**config.mk**
```make
export PLATFORM = sky130hd
export DESIGN_NAME = rotary_encoder_click_counter_core
export DESIGN_NICKNAME = d
export VERILOG_FILES = /design/src/design/recc_pkg.sv /design/src/design/recc_ram.sv /design/src/design/recc_div.sv /design/src/design/rotary_encoder_click_counter_core.sv
export SDC_FILE = /design/constraint.sdc
export NUM_CORES = 1
export LEC_CHECK = 0
export ABC_AREA = 1
export BUFFER_PORTS_ARGS = -buffer_cell sky130_fd_sc_hd__buf_2
export CORE_ASPECT_RATIO = 0.6
export CORE_MARGIN = 2
export CORE_UTILIZATION = 42
export DETAILED_ROUTE_END_ITERATION = 16
export GPL_TIMING_DRIVEN = 0
export HOLD_SLACK_MARGIN = 0.02
export PLACE_DENSITY = 0.57
export SETUP_SLACK_MARGIN = 0.05
export SLEW_MARGIN = 10
export SYNTH_ARGS = -nofsm -noshare
export SYNTH_HDL_FRONTEND = slang
export SYNTH_HIERARCHICAL = 1
export SYNTH_SLANG_ARGS = --single-unit
```
**constraint.sdc**
```tcl
create_clock -name clk -period 4.1 [get_ports clk]
set_input_delay 0.205 -clock clk [delete_from_list [all_inputs] [get_ports clk]]
set_output_delay 0.205 -clock clk [all_outputs]
set_load 0.01 [all_outputs]
```
**src/design/recc_pkg.sv**
```systemverilog
// Package for the rotary encoder click counter.
// Holds widths, sizes and codes shared by the RAM user, the divider and the core.
// No dependencies.
`default_nettype none

package recc_pkg;

    // Encoder table size and its address width
    localparam int NUM_ENCODERS = 16;
    localparam int ENC_AW       = (NUM_ENCODERS > 1) ? $clog2(NUM_ENCODERS) : 1;

    // Field widths
    localparam int INDEX_W   = 4;
    localparam int READING_W = 8;
    localparam int PPC_W     = 8;
    localparam int COUNT_W   = 8;
    localparam int LEFT_W    = 9;   // signed leftover, |value| < 256
    localparam int DELTA_W   = 9;   // wrapped difference, -128..128
    localparam int SUM_W     = 10;  // delta plus leftover, -382..382
    localparam int MAG_W     = 9;   // magnitude of the sum, 0..382

    // One table row: previous reading above signed leftover
    localparam int ROW_W = READING_W + LEFT_W;

    // Restoring divider: one quotient bit per step
    localparam int DIV_STEPS = MAG_W;
    localparam int STEP_W    = $clog2(DIV_STEPS + 1);

    // Constants
    localparam logic [PPC_W-1:0]   PPC_RESET = PPC_W'(1);
    localparam logic [PPC_W-1:0]   PPC_MIN   = PPC_W'(1);
    localparam logic [COUNT_W-1:0] COUNT_MAX = '1;

    // Direction codes
    localparam logic DIR_INC = 1'b0;
    localparam logic DIR_DEC = 1'b1;

endpackage

`default_nettype wire

```
**src/design/recc_ram.sv**
```systemverilog
// Generic simple dual-port RAM: one write port, one read port, registered read data.
// Standalone; no package dependency.
`default_nettype none

module recc_ram #(
    parameter int WIDTH = 8,
    parameter int DEPTH = 16
) (
    input  wire logic                                      clk,
    input  wire logic                                      we,
    input  wire logic [((DEPTH > 1) ? $clog2(DEPTH) : 1)-1:0] waddr,
    input  wire logic [WIDTH-1:0]                          wdata,
    input  wire logic                                      re,
    input  wire logic [((DEPTH > 1) ? $clog2(DEPTH) : 1)-1:0] raddr,
    output logic      [WIDTH-1:0]                          rdata
);

    logic [WIDTH-1:0] mem [DEPTH];

    // Write port
    always_ff @(posedge clk)
    begin
        if (we)
        begin
            mem[waddr] <= wdata;
        end
    end

    // Registered read port
    always_ff @(posedge clk)
    begin
        if (re)
        begin
            rdata <= mem[raddr];
        end
    end

endmodule

`default_nettype wire

```
**src/design/recc_div.sv**
```systemverilog
// Restoring divider for the click counter: magnitude by pulses per click.
// One quotient bit per cycle. Depends on recc_pkg.
`default_nettype none

module recc_div import recc_pkg::*; (
    input  wire logic               clk,
    input  wire logic               rst_n,
    input  wire logic               start,
    input  wire logic [MAG_W-1:0]   dividend,
    input  wire logic [PPC_W-1:0]   divisor,
    output logic                    done,
    output logic      [MAG_W-1:0]   quotient,
    output logic      [PPC_W-1:0]   remainder
);

    logic              busy_reg;
    logic              done_reg;
    logic [STEP_W-1:0] step_reg;
    logic [MAG_W-1:0]  quo_reg;
    logic [PPC_W-1:0]  rem_reg;
    logic [PPC_W-1:0]  dsr_reg;

    logic [PPC_W:0]    trial;
    logic [PPC_W-1:0]  trial_diff;
    logic              trial_ge;
    logic [PPC_W-1:0]  rem_next;

    // Shift in next dividend bit, try to subtract the divisor
    always_comb
    begin
        trial      = {rem_reg, quo_reg[MAG_W-1]};
        trial_ge   = (trial >= {1'b0, dsr_reg});
        trial_diff = trial[PPC_W-1:0] - dsr_reg;   // fits when trial_ge
        rem_next   = trial_ge ? trial_diff : trial[PPC_W-1:0];
    end

    // Iteration control and datapath
    always_ff @(posedge clk or negedge rst_n)
    begin
        if (!rst_n)
        begin
            busy_reg <= 1'b0;
            done_reg <= 1'b0;
            step_reg <= '0;
            quo_reg  <= '0;
            rem_reg  <= '0;
            dsr_reg  <= '0;
        end
        else
        begin
            done_reg <= 1'b0;
            if (start)
            begin
                busy_reg <= 1'b1;
                step_reg <= '0;
                quo_reg  <= dividend;
                rem_reg  <= '0;
                dsr_reg  <= divisor;
            end
            else if (busy_reg)
            begin
                quo_reg  <= {quo_reg[MAG_W-2:0], trial_ge};
                rem_reg  <= rem_next;
                step_reg <= step_reg + STEP_W'(1);
                if (step_reg == STEP_W'(DIV_STEPS - 1))
                begin
                    busy_reg <= 1'b0;
                    done_reg <= 1'b1;
                end
            end
        end
    end

    assign done      = done_reg;
    assign quotient  = quo_reg;
    assign remainder = rem_reg;

endmodule

`default_nettype wire

```
**src/design/rotary_encoder_click_counter_core.sv**
```systemverilog
// Rotary encoder click counter core.
// Per-encoder table in recc_ram, iterative division in recc_div. Depends on recc_pkg.
// Usage:
//   Input channel (in_valid/in_ready): one beat carries encoder_index and the
//   encoder's new 8-bit counter_reading. Every beat yields exactly one result beat.
//   Output channel (out_valid/out_ready): click_direction (0 up, 1 down) and
//   click_count (whole detent clicks, saturating at 255).
//   Config channel (cfg_valid/cfg_ready): cfg_data sets pulses_per_click, shared
//   by all encoders; 0 acts as 1. cfg_ready is always high; write only while idle.
// Timing:
//   One item at a time. A reading that moves the encoder goes from acceptance
//   through the decode, divide and done states, the divide set by the 9-step
//   restoring divider; an unchanged reading or an index out of range skips divide.
//   The row is read in the accept cycle, written back once at the end after a divide.
// Reset:
//   Asynchronous, active low. pulses_per_click returns to 1; per-entry valid
//   flags make every encoder read as previous reading 0, leftover 0 at once.
// Stall:
//   The result sits in an output register; the next beat is accepted while it
//   waits. A following result waits in its final state until the register frees.
`default_nettype none

module rotary_encoder_click_counter_core import recc_pkg::*; (
    input  wire logic                  clk,
    input  wire logic                  rst_n,
    // input channel
    input  wire logic                  in_valid,
    output logic                       in_ready,
    input  wire logic [INDEX_W-1:0]    encoder_index,
    input  wire logic [READING_W-1:0]  counter_reading,
    // output channel
    output logic                       out_valid,
    input  wire logic                  out_ready,
    output logic                       click_direction,
    output logic      [COUNT_W-1:0]    click_count,
    // config channel
    input  wire logic                  cfg_valid,
    output logic                       cfg_ready,
    input  wire logic [PPC_W-1:0]      cfg_data
);

    typedef enum logic [1:0] {
        S_IDLE,
        S_CALC,
        S_DIV,
        S_DONE
    } state_t;

    state_t                  state_reg;
    logic [PPC_W-1:0]        ppc_reg;
    logic [NUM_ENCODERS-1:0] row_valid_reg;

    // Item context
    logic [ENC_AW-1:0]       idx_reg;
    logic [READING_W-1:0]    reading_reg;
    logic                    in_range_reg;
    logic                    neg_reg;
    logic                    write_reg;
    logic [LEFT_W-1:0]       left_reg;
    logic                    res_dir_reg;
    logic [COUNT_W-1:0]      res_cnt_reg;

    // Output register
    logic                    out_valid_reg;
    logic                    out_dir_reg;
    logic [COUNT_W-1:0]      out_cnt_reg;

    // Table RAM ports
    logic                    ram_we;
    logic                    ram_re;
    logic [ROW_W-1:0]        ram_rdata;

    // Divider ports
    logic                    div_start;
    logic                    div_done;
    logic [MAG_W-1:0]        div_quo;
    logic [PPC_W-1:0]        div_rem;

    // Row decode and arithmetic
    logic                    in_beat;
    logic                    out_free;
    logic                    row_valid;
    logic [READING_W-1:0]    prev_rd;
    logic [LEFT_W-1:0]       left_rd;
    logic [READING_W-1:0]    diff8;
    logic [DELTA_W-1:0]      delta;
    logic [SUM_W-1:0]        sum;
    logic [MAG_W-1:0]        mag;
    logic [PPC_W-1:0]        ppc_eff;
    logic [LEFT_W-1:0]       left_next;
    logic [COUNT_W-1:0]      cnt_next;
    logic                    dir_next;

    assign in_ready  = (state_reg == S_IDLE);
    assign cfg_ready = 1'b1;
    assign in_beat   = in_valid && in_ready;
    assign out_free  = !out_valid_reg || out_ready;

    // Table row: previous reading and signed leftover; unwritten rows read as zero
    assign row_valid = row_valid_reg[idx_reg];
    assign prev_rd   = row_valid ? ram_rdata[ROW_W-1 -: READING_W] : '0;
    assign left_rd   = row_valid ? ram_rdata[LEFT_W-1:0] : '0;

    // Wrapped difference; a half-turn difference takes its sign from a compare of the two readings
    always_comb
    begin
        diff8 = reading_reg - prev_rd;
        if (diff8 == {1'b1, {(READING_W-1){1'b0}}})
        begin
            delta = (reading_reg > prev_rd) ? DELTA_W'(-128) : DELTA_W'(128);
        end
        else
        begin
            delta = {diff8[READING_W-1], diff8};
        end
        sum     = {delta[DELTA_W-1], delta} + {left_rd[LEFT_W-1], left_rd};
        mag     = sum[SUM_W-1] ? MAG_W'(SUM_W'(0) - sum) : sum[MAG_W-1:0];
        ppc_eff = (ppc_reg == '0) ? PPC_MIN : ppc_reg;
    end

    // Division result to clicks and new leftover
    always_comb
    begin
        left_next = neg_reg ? (LEFT_W'(0) - {1'b0, div_rem}) : {1'b0, div_rem};
        cnt_next  = (div_quo[MAG_W-1:COUNT_W] != '0) ? COUNT_MAX : div_quo[COUNT_W-1:0];
        dir_next  = (neg_reg && (div_quo != '0)) ? DIR_DEC : DIR_INC;
    end

    assign div_start = (state_reg == S_CALC) && in_range_reg && (diff8 != '0);
    assign ram_re    = in_beat;
    assign ram_we    = (state_reg == S_DONE) && out_free && write_reg;

    recc_ram #(
        .WIDTH (ROW_W),
        .DEPTH (NUM_ENCODERS)
    ) u_table (
        .clk   (clk),
        .we    (ram_we),
        .waddr (idx_reg),
        .wdata ({reading_reg, left_reg}),
        .re    (ram_re),
        .raddr (ENC_AW'(encoder_index)),
        .rdata (ram_rdata)
    );

    recc_div u_div (
        .clk       (clk),
        .rst_n     (rst_n),
        .start     (div_start),
        .dividend  (mag),
        .divisor   (ppc_eff),
        .done      (div_done),
        .quotient  (div_quo),
        .remainder (div_rem)
    );

    // Sequencer, config register, row flags and output register
    always_ff @(posedge clk or negedge rst_n)
    begin
        if (!rst_n)
        begin
            state_reg     <= S_IDLE;
            ppc_reg       <= PPC_RESET;
            row_valid_reg <= '0;
            out_valid_reg <= 1'b0;
            write_reg     <= 1'b0;
            idx_reg       <= '0;
            reading_reg   <= '0;
            in_range_reg  <= 1'b0;
            neg_reg       <= 1'b0;
            left_reg      <= '0;
            res_dir_reg   <= DIR_INC;
            res_cnt_reg   <= '0;
            out_dir_reg   <= DIR_INC;
            out_cnt_reg   <= '0;
        end
        else
        begin
            if (cfg_valid && cfg_ready)
            begin
                ppc_reg <= cfg_data;
            end

            if (out_valid_reg && out_ready)
            begin
                out_valid_reg <= 1'b0;
            end

            case (state_reg)
                S_IDLE:
                begin
                    if (in_beat)
                    begin
                        idx_reg      <= ENC_AW'(encoder_index);
                        reading_reg  <= counter_reading;
                        in_range_reg <= (32'(encoder_index) < NUM_ENCODERS);
                        state_reg    <= S_CALC;
                    end
                end
                S_CALC:
                begin
                    neg_reg <= sum[SUM_W-1];
                    if (div_start)
                    begin
                        state_reg <= S_DIV;
                    end
                    else
                    begin
                        // no motion or unknown encoder: zero result, table untouched
                        res_dir_reg <= DIR_INC;
                        res_cnt_reg <= '0;
                        write_reg   <= 1'b0;
                        state_reg   <= S_DONE;
                    end
                end
                S_DIV:
                begin
                    if (div_done)
                    begin
                        res_dir_reg <= dir_next;
                        res_cnt_reg <= cnt_next;
                        left_reg    <= left_next;
                        write_reg   <= 1'b1;
                        state_reg   <= S_DONE;
                    end
                end
                S_DONE:
                begin
                    if (out_free)
                    begin
                        out_valid_reg <= 1'b1;
                        out_dir_reg   <= res_dir_reg;
                        out_cnt_reg   <= res_cnt_reg;
                        if (write_reg)
                        begin
                            row_valid_reg[idx_reg] <= 1'b1;
                        end
                        state_reg <= S_IDLE;
                    end
                end
                default:
                begin
                    state_reg <= S_IDLE;
                end
            endcase
        end
    end

    assign out_valid       = out_valid_reg;
    assign click_direction = out_dir_reg;
    assign click_count     = out_cnt_reg;

`ifndef NO_ASSERTIONS
    // A decrement is only reported with at least one click
    a_dir_needs_clicks: assert property (@(posedge clk) disable iff (!rst_n)
        (out_valid && click_direction) |-> (click_count != '0))
        else $error("decrement reported with zero clicks");

    // Divider only finishes while the sequencer waits for it
    a_div_done_state: assert property (@(posedge clk) disable iff (!rst_n)
        div_done |-> (state_reg == S_DIV))
        else $error("divider finished outside the divide state");

    // Stored leftover magnitude stays below the divisor
    a_rem_bound: assert property (@(posedge clk) disable iff (!rst_n)
        div_done |-> (div_rem < ppc_eff))
        else $error("remainder not below pulses per click");

    // Table write-back only for an in-range encoder at the end of an item
    a_write_scope: assert property (@(posedge clk) disable iff (!rst_n)
        ram_we |-> ((state_reg == S_DONE) && in_range_reg))
        else $error("table written outside write-back");

    // An accepted beat always moves on to the row decode
    a_accept_to_calc: assert property (@(posedge clk) disable iff (!rst_n)
        in_beat |=> (state_reg == S_CALC))
        else $error("accepted beat did not reach decode");
`endif

endmodule

`default_nettype wire
```
==> impl_metrics.env <==
export IMPL_violations="setup timing"
export IMPL_gp_congestion=0.886
export IMPL_swShare=0.407
export IMPL_clkSlewWorstSetupHoldPaths_ns=0.06
export IMPL_clockBufferDepth=3
export IMPL_cp_depth=24
export IMPL_hold_path_class="in2async"
export IMPL_place_port_buffers=35
export IMPL_multi_input_comb_area_um2=6010
export IMPL_drt_antenna_violating_nets=0
export IMPL_worst_slew_pin_transition_ns=0.942
export IMPL_post_synth_inst_count=1975
export IMPL_mostFrequentLayoutCells="nand2_1 (629), inv_1 (328), edfxtp_1 (289)"
export IMPL_maxCapViolations=0
export IMPL_postSynth_asyncResetShare=0.257
export IMPL_post_synth_num_cell_types=50
export IMPL_clock_tree_root_cell="clkbuf_16"
export IMPL_grt_max_degree=84
export IMPL_fillerInstances=4014
export IMPL_ys_warnings=6
export IMPL_wl_per_cell_um=19.2
export IMPL_critical_path_endpoint="u_div/quotient[7]"
export IMPL_ys_ff_latch=389
export IMPL_power_share_clock=0.205
export IMPL_slew_viol_final=0
export IMPL_run_status="finished, violations left"
export IMPL_synth_top_area_cell="edfxtp_1"
export IMPL_mappedNetlistArea_um2=18400
export IMPL_timing_rr_end="u_div/quotient[7]"
export IMPL_cp_data_required_time_ns=4.52
export IMPL_antennaDiodeCount=0
export IMPL_drt_vias_per_instance=5.14
export IMPL_crit_path_start="idx_reg[1]"
export IMPL_p_leak_nw=9.93
export IMPL_synthFlopType="edfxtp_1"
export IMPL_cts_buffers_inserted=39
export IMPL_pwr_density_cell_nw_per_um2=775
export IMPL_hold_viol=0
export IMPL_final_util=0.505
export IMPL_maximum_level_of_the_cts_h_tree=2
export IMPL_synthTopCellsByArea="edfxtp_1 (47%), dfrtp_1 (13%), nand2_1 (13%), nand3_1 (7.0%), inv_1 (6.8%)"
export IMPL_power_share_sequential=0.329
export IMPL_number_of_rows_created_at_floorplan=59
export IMPL_power_ir_vdd_worst_mv=0.731
export IMPL_crit_top_cell="nand2_1"
export IMPL_numClockSinks=389
export IMPL_dr_total_vias=14000
export IMPL_postPlaceCellArea_um2=19700
export IMPL_first_pass_grt_wire_length_um=80200
export IMPL_yosys_area_top_type_share=0.471
export IMPL_routed_wirelength_um=52500
export IMPL_critical_path_arrival_ns=4.65
export IMPL_period_needed_ns=4.24
export IMPL_initial_core_util=0.426
export IMPL_final_worst_path_period_share=1.03
export IMPL_setup_viol=8
export IMPL_post_synth_cell_area_avg_um2=9.32
export IMPL_regToRegStartpoint="idx_reg[1]"
export IMPL_design_area_um2=21800
export IMPL_remaining_drc_errors=0
export IMPL_power_net_switching_mw=6.90
export IMPL_worst_r2r_cell_count=24
export IMPL_finalPower_mw=16.9
export IMPL_fin_nets=2183
export IMPL_overflow=0
export IMPL_pwr_share_comb=0.466
export IMPL_critPathBufInv=5
export IMPL_crit_path_start_kind="flop"
export IMPL_flow_area_growth_from_synthesis_pct=18.6
export IMPL_core_um2=43300
export IMPL_hpwl_um=37100
export IMPL_rrSetupSlack_ns=-0.14
export IMPL_worstSetupPathType="reg2reg"
export IMPL_antenna_found_initial=0
export IMPL_ios=37
export IMPL_critical_path_cell_chain="nand2_1, o221ai_1, nand2_1, nand4_4, inv_4, nor2_4, ha_4, inv_2, fa_2, xor2_4, buf_4, ha_2, or2_1, a21o_1, nand2_1, inv_1, nor2_2, nand3_1, nand2_1, nand2_1, nand2_1, inv_1, a22oi_2, o21ai_1"
export IMPL_max_slew_margin_rel=0.372
export IMPL_maximum_clock_frequency_mhz=236
export IMPL_worstSkewPairLatency_ns=0.54
export IMPL_cpLargestDelayFamily="simple AND/OR/NAND/NOR gates"
export IMPL_timing_critical_path_slowest_cell_delay_ns=0.45
export IMPL_timing_critical_path_slowest_stage_cell="fa_2"
export IMPL_die_w_um=274
export IMPL_post_layout_worst_setup_margin_ns=-0.135
export IMPL_drive_gt1_frac=0.140
export IMPL_power_report_internal_total_mw=10.0
export IMPL_worst_path_max_fanout=7
export IMPL_globalRouteTotalUtil=0.234
export IMPL_floorplan_die_area_um2=45600
export IMPL_mappedNetlistNets=2038
export IMPL_grt_setup_unrepaired="yes"
export IMPL_largest_register_ff_count=272
export IMPL_die_boundary_height_um=166
export IMPL_grt_pass1_vias=13200
export IMPL_hold_slack_ns=0.0599
export IMPL_number_of_drc_markers_in_iteration_0=1618
export IMPL_cp_end_kind="flop"
export IMPL_clock_tree_from_tritoncts="done"
export IMPL_firstDrtPassIters=5
export IMPL_final_setup_skew_ns=0.0204
export IMPL_final_common_cell="nand2_1"
export IMPL_synth_edff_count=289
export IMPL_seq_area_um2=11200
export IMPL_setup_tns_ns=-0.614
export IMPL_synth_seq_area_share=0.607
worst min path at each step:
| stage | to | slack, ns | depth (start not counted) | startpoint |
|---|---|---|---|---|
| 2_1_floorplan | click_count[0] | -0.09 | 0 | rst_n |
| 3_3_place_gp | reading_reg[7] | 0.41 | 3 | counter_reading[7] |
| 3_5_place_dp | row_valid_reg[2] | 0.05 | 1 | rst_n |
| 4_1_cts | row_valid_reg[3] | 0.05 | 2 | rst_n |
| 5_1_grt | row_valid_reg[3] | 0.06 | 2 | rst_n |
| 6_report | row_valid_reg[3] | 0.06 | 2 | rst_n |
area by class of cell:
class | count | area share
Multi-Input combinational cell | 1166 | 0.275
Buffer | 75 | 0.0185
Tap cell | 579 | 0.0332
Timing Repair Buffer | 104 | 0.0452
Sequential cell | 389 | 0.512
Clock inverter | 14 | 0.00407
Inverter | 345 | 0.0602
Clock buffer | 55 | 0.0513
Yosys cell counts (all sizes together) (10+ instances only):
library cell	number
nand2	644
inv	339
edfxtp	289
nand3	261
dfrtp	99
nor2	72
buf	42
o21ai	42
ha	35
clkbuf	33
a21oi	19
nand4	13
o221ai	10
kinds of logic after synthesis:
logic type,after synthesis,synth area share
xor gates and xnor gates,14,0.00666
and+or+nand+nor,1010,0.232
AOI/OAI and AO/OA,100,0.0341
other,1,0.000204
adders and majority gates,38,0.0271
buffers and inverters,420,0.0907
DFF,389,0.607
muxes,3,0.00184
stage by stage:
stage               setup WS (ns)  cells
finish                     -0.135   2727
global placement            -1.07   2589
detailed placement          -1.07   2606
global route               -0.356   2727
floorplan                  0.0509   1975
CTS                       -0.0603   2719
metal layers:
| layer | vias up | track usage | wire length (µm) |
|---|---|---|---|
| met5 | - | 0 | 0 |
| met3 | 47 | 0.0531 | 5520 |
| li1 | 6647 | - | - |
| met1 | 6790 | 0.394 | 26700 |
| met2 | 545 | 0.301 | 19700 |
| met4 | 0 | 0.0395 | 624 |
repair_timing:
action                                  4_1_cts  5_1_grt
resized for setup                            65       57
setup buffers                                19        7
hold endpoints to repair                    120        0
endpoints found under the setup margin       32       31
hold buffers                                 25        0
pin swaps                                    26       20
cloned                                        0        1
power groups by stage:
stage / clock, mW / combinational [mW] / sequential [mW]
3_3_place_gp: 0 / 5.70 / 5.62
2_1_floorplan: 0 / 4.41 / 5.34
4_1_cts: 3.54 / 7.02 / 5.57
3_5_place_dp: 0 / 5.83 / 5.64
6_report: 3.47 / 7.89 / 5.56
5_1_grt: 3.69 / 8.74 / 5.66
Power figures use the tool's default switching activity.
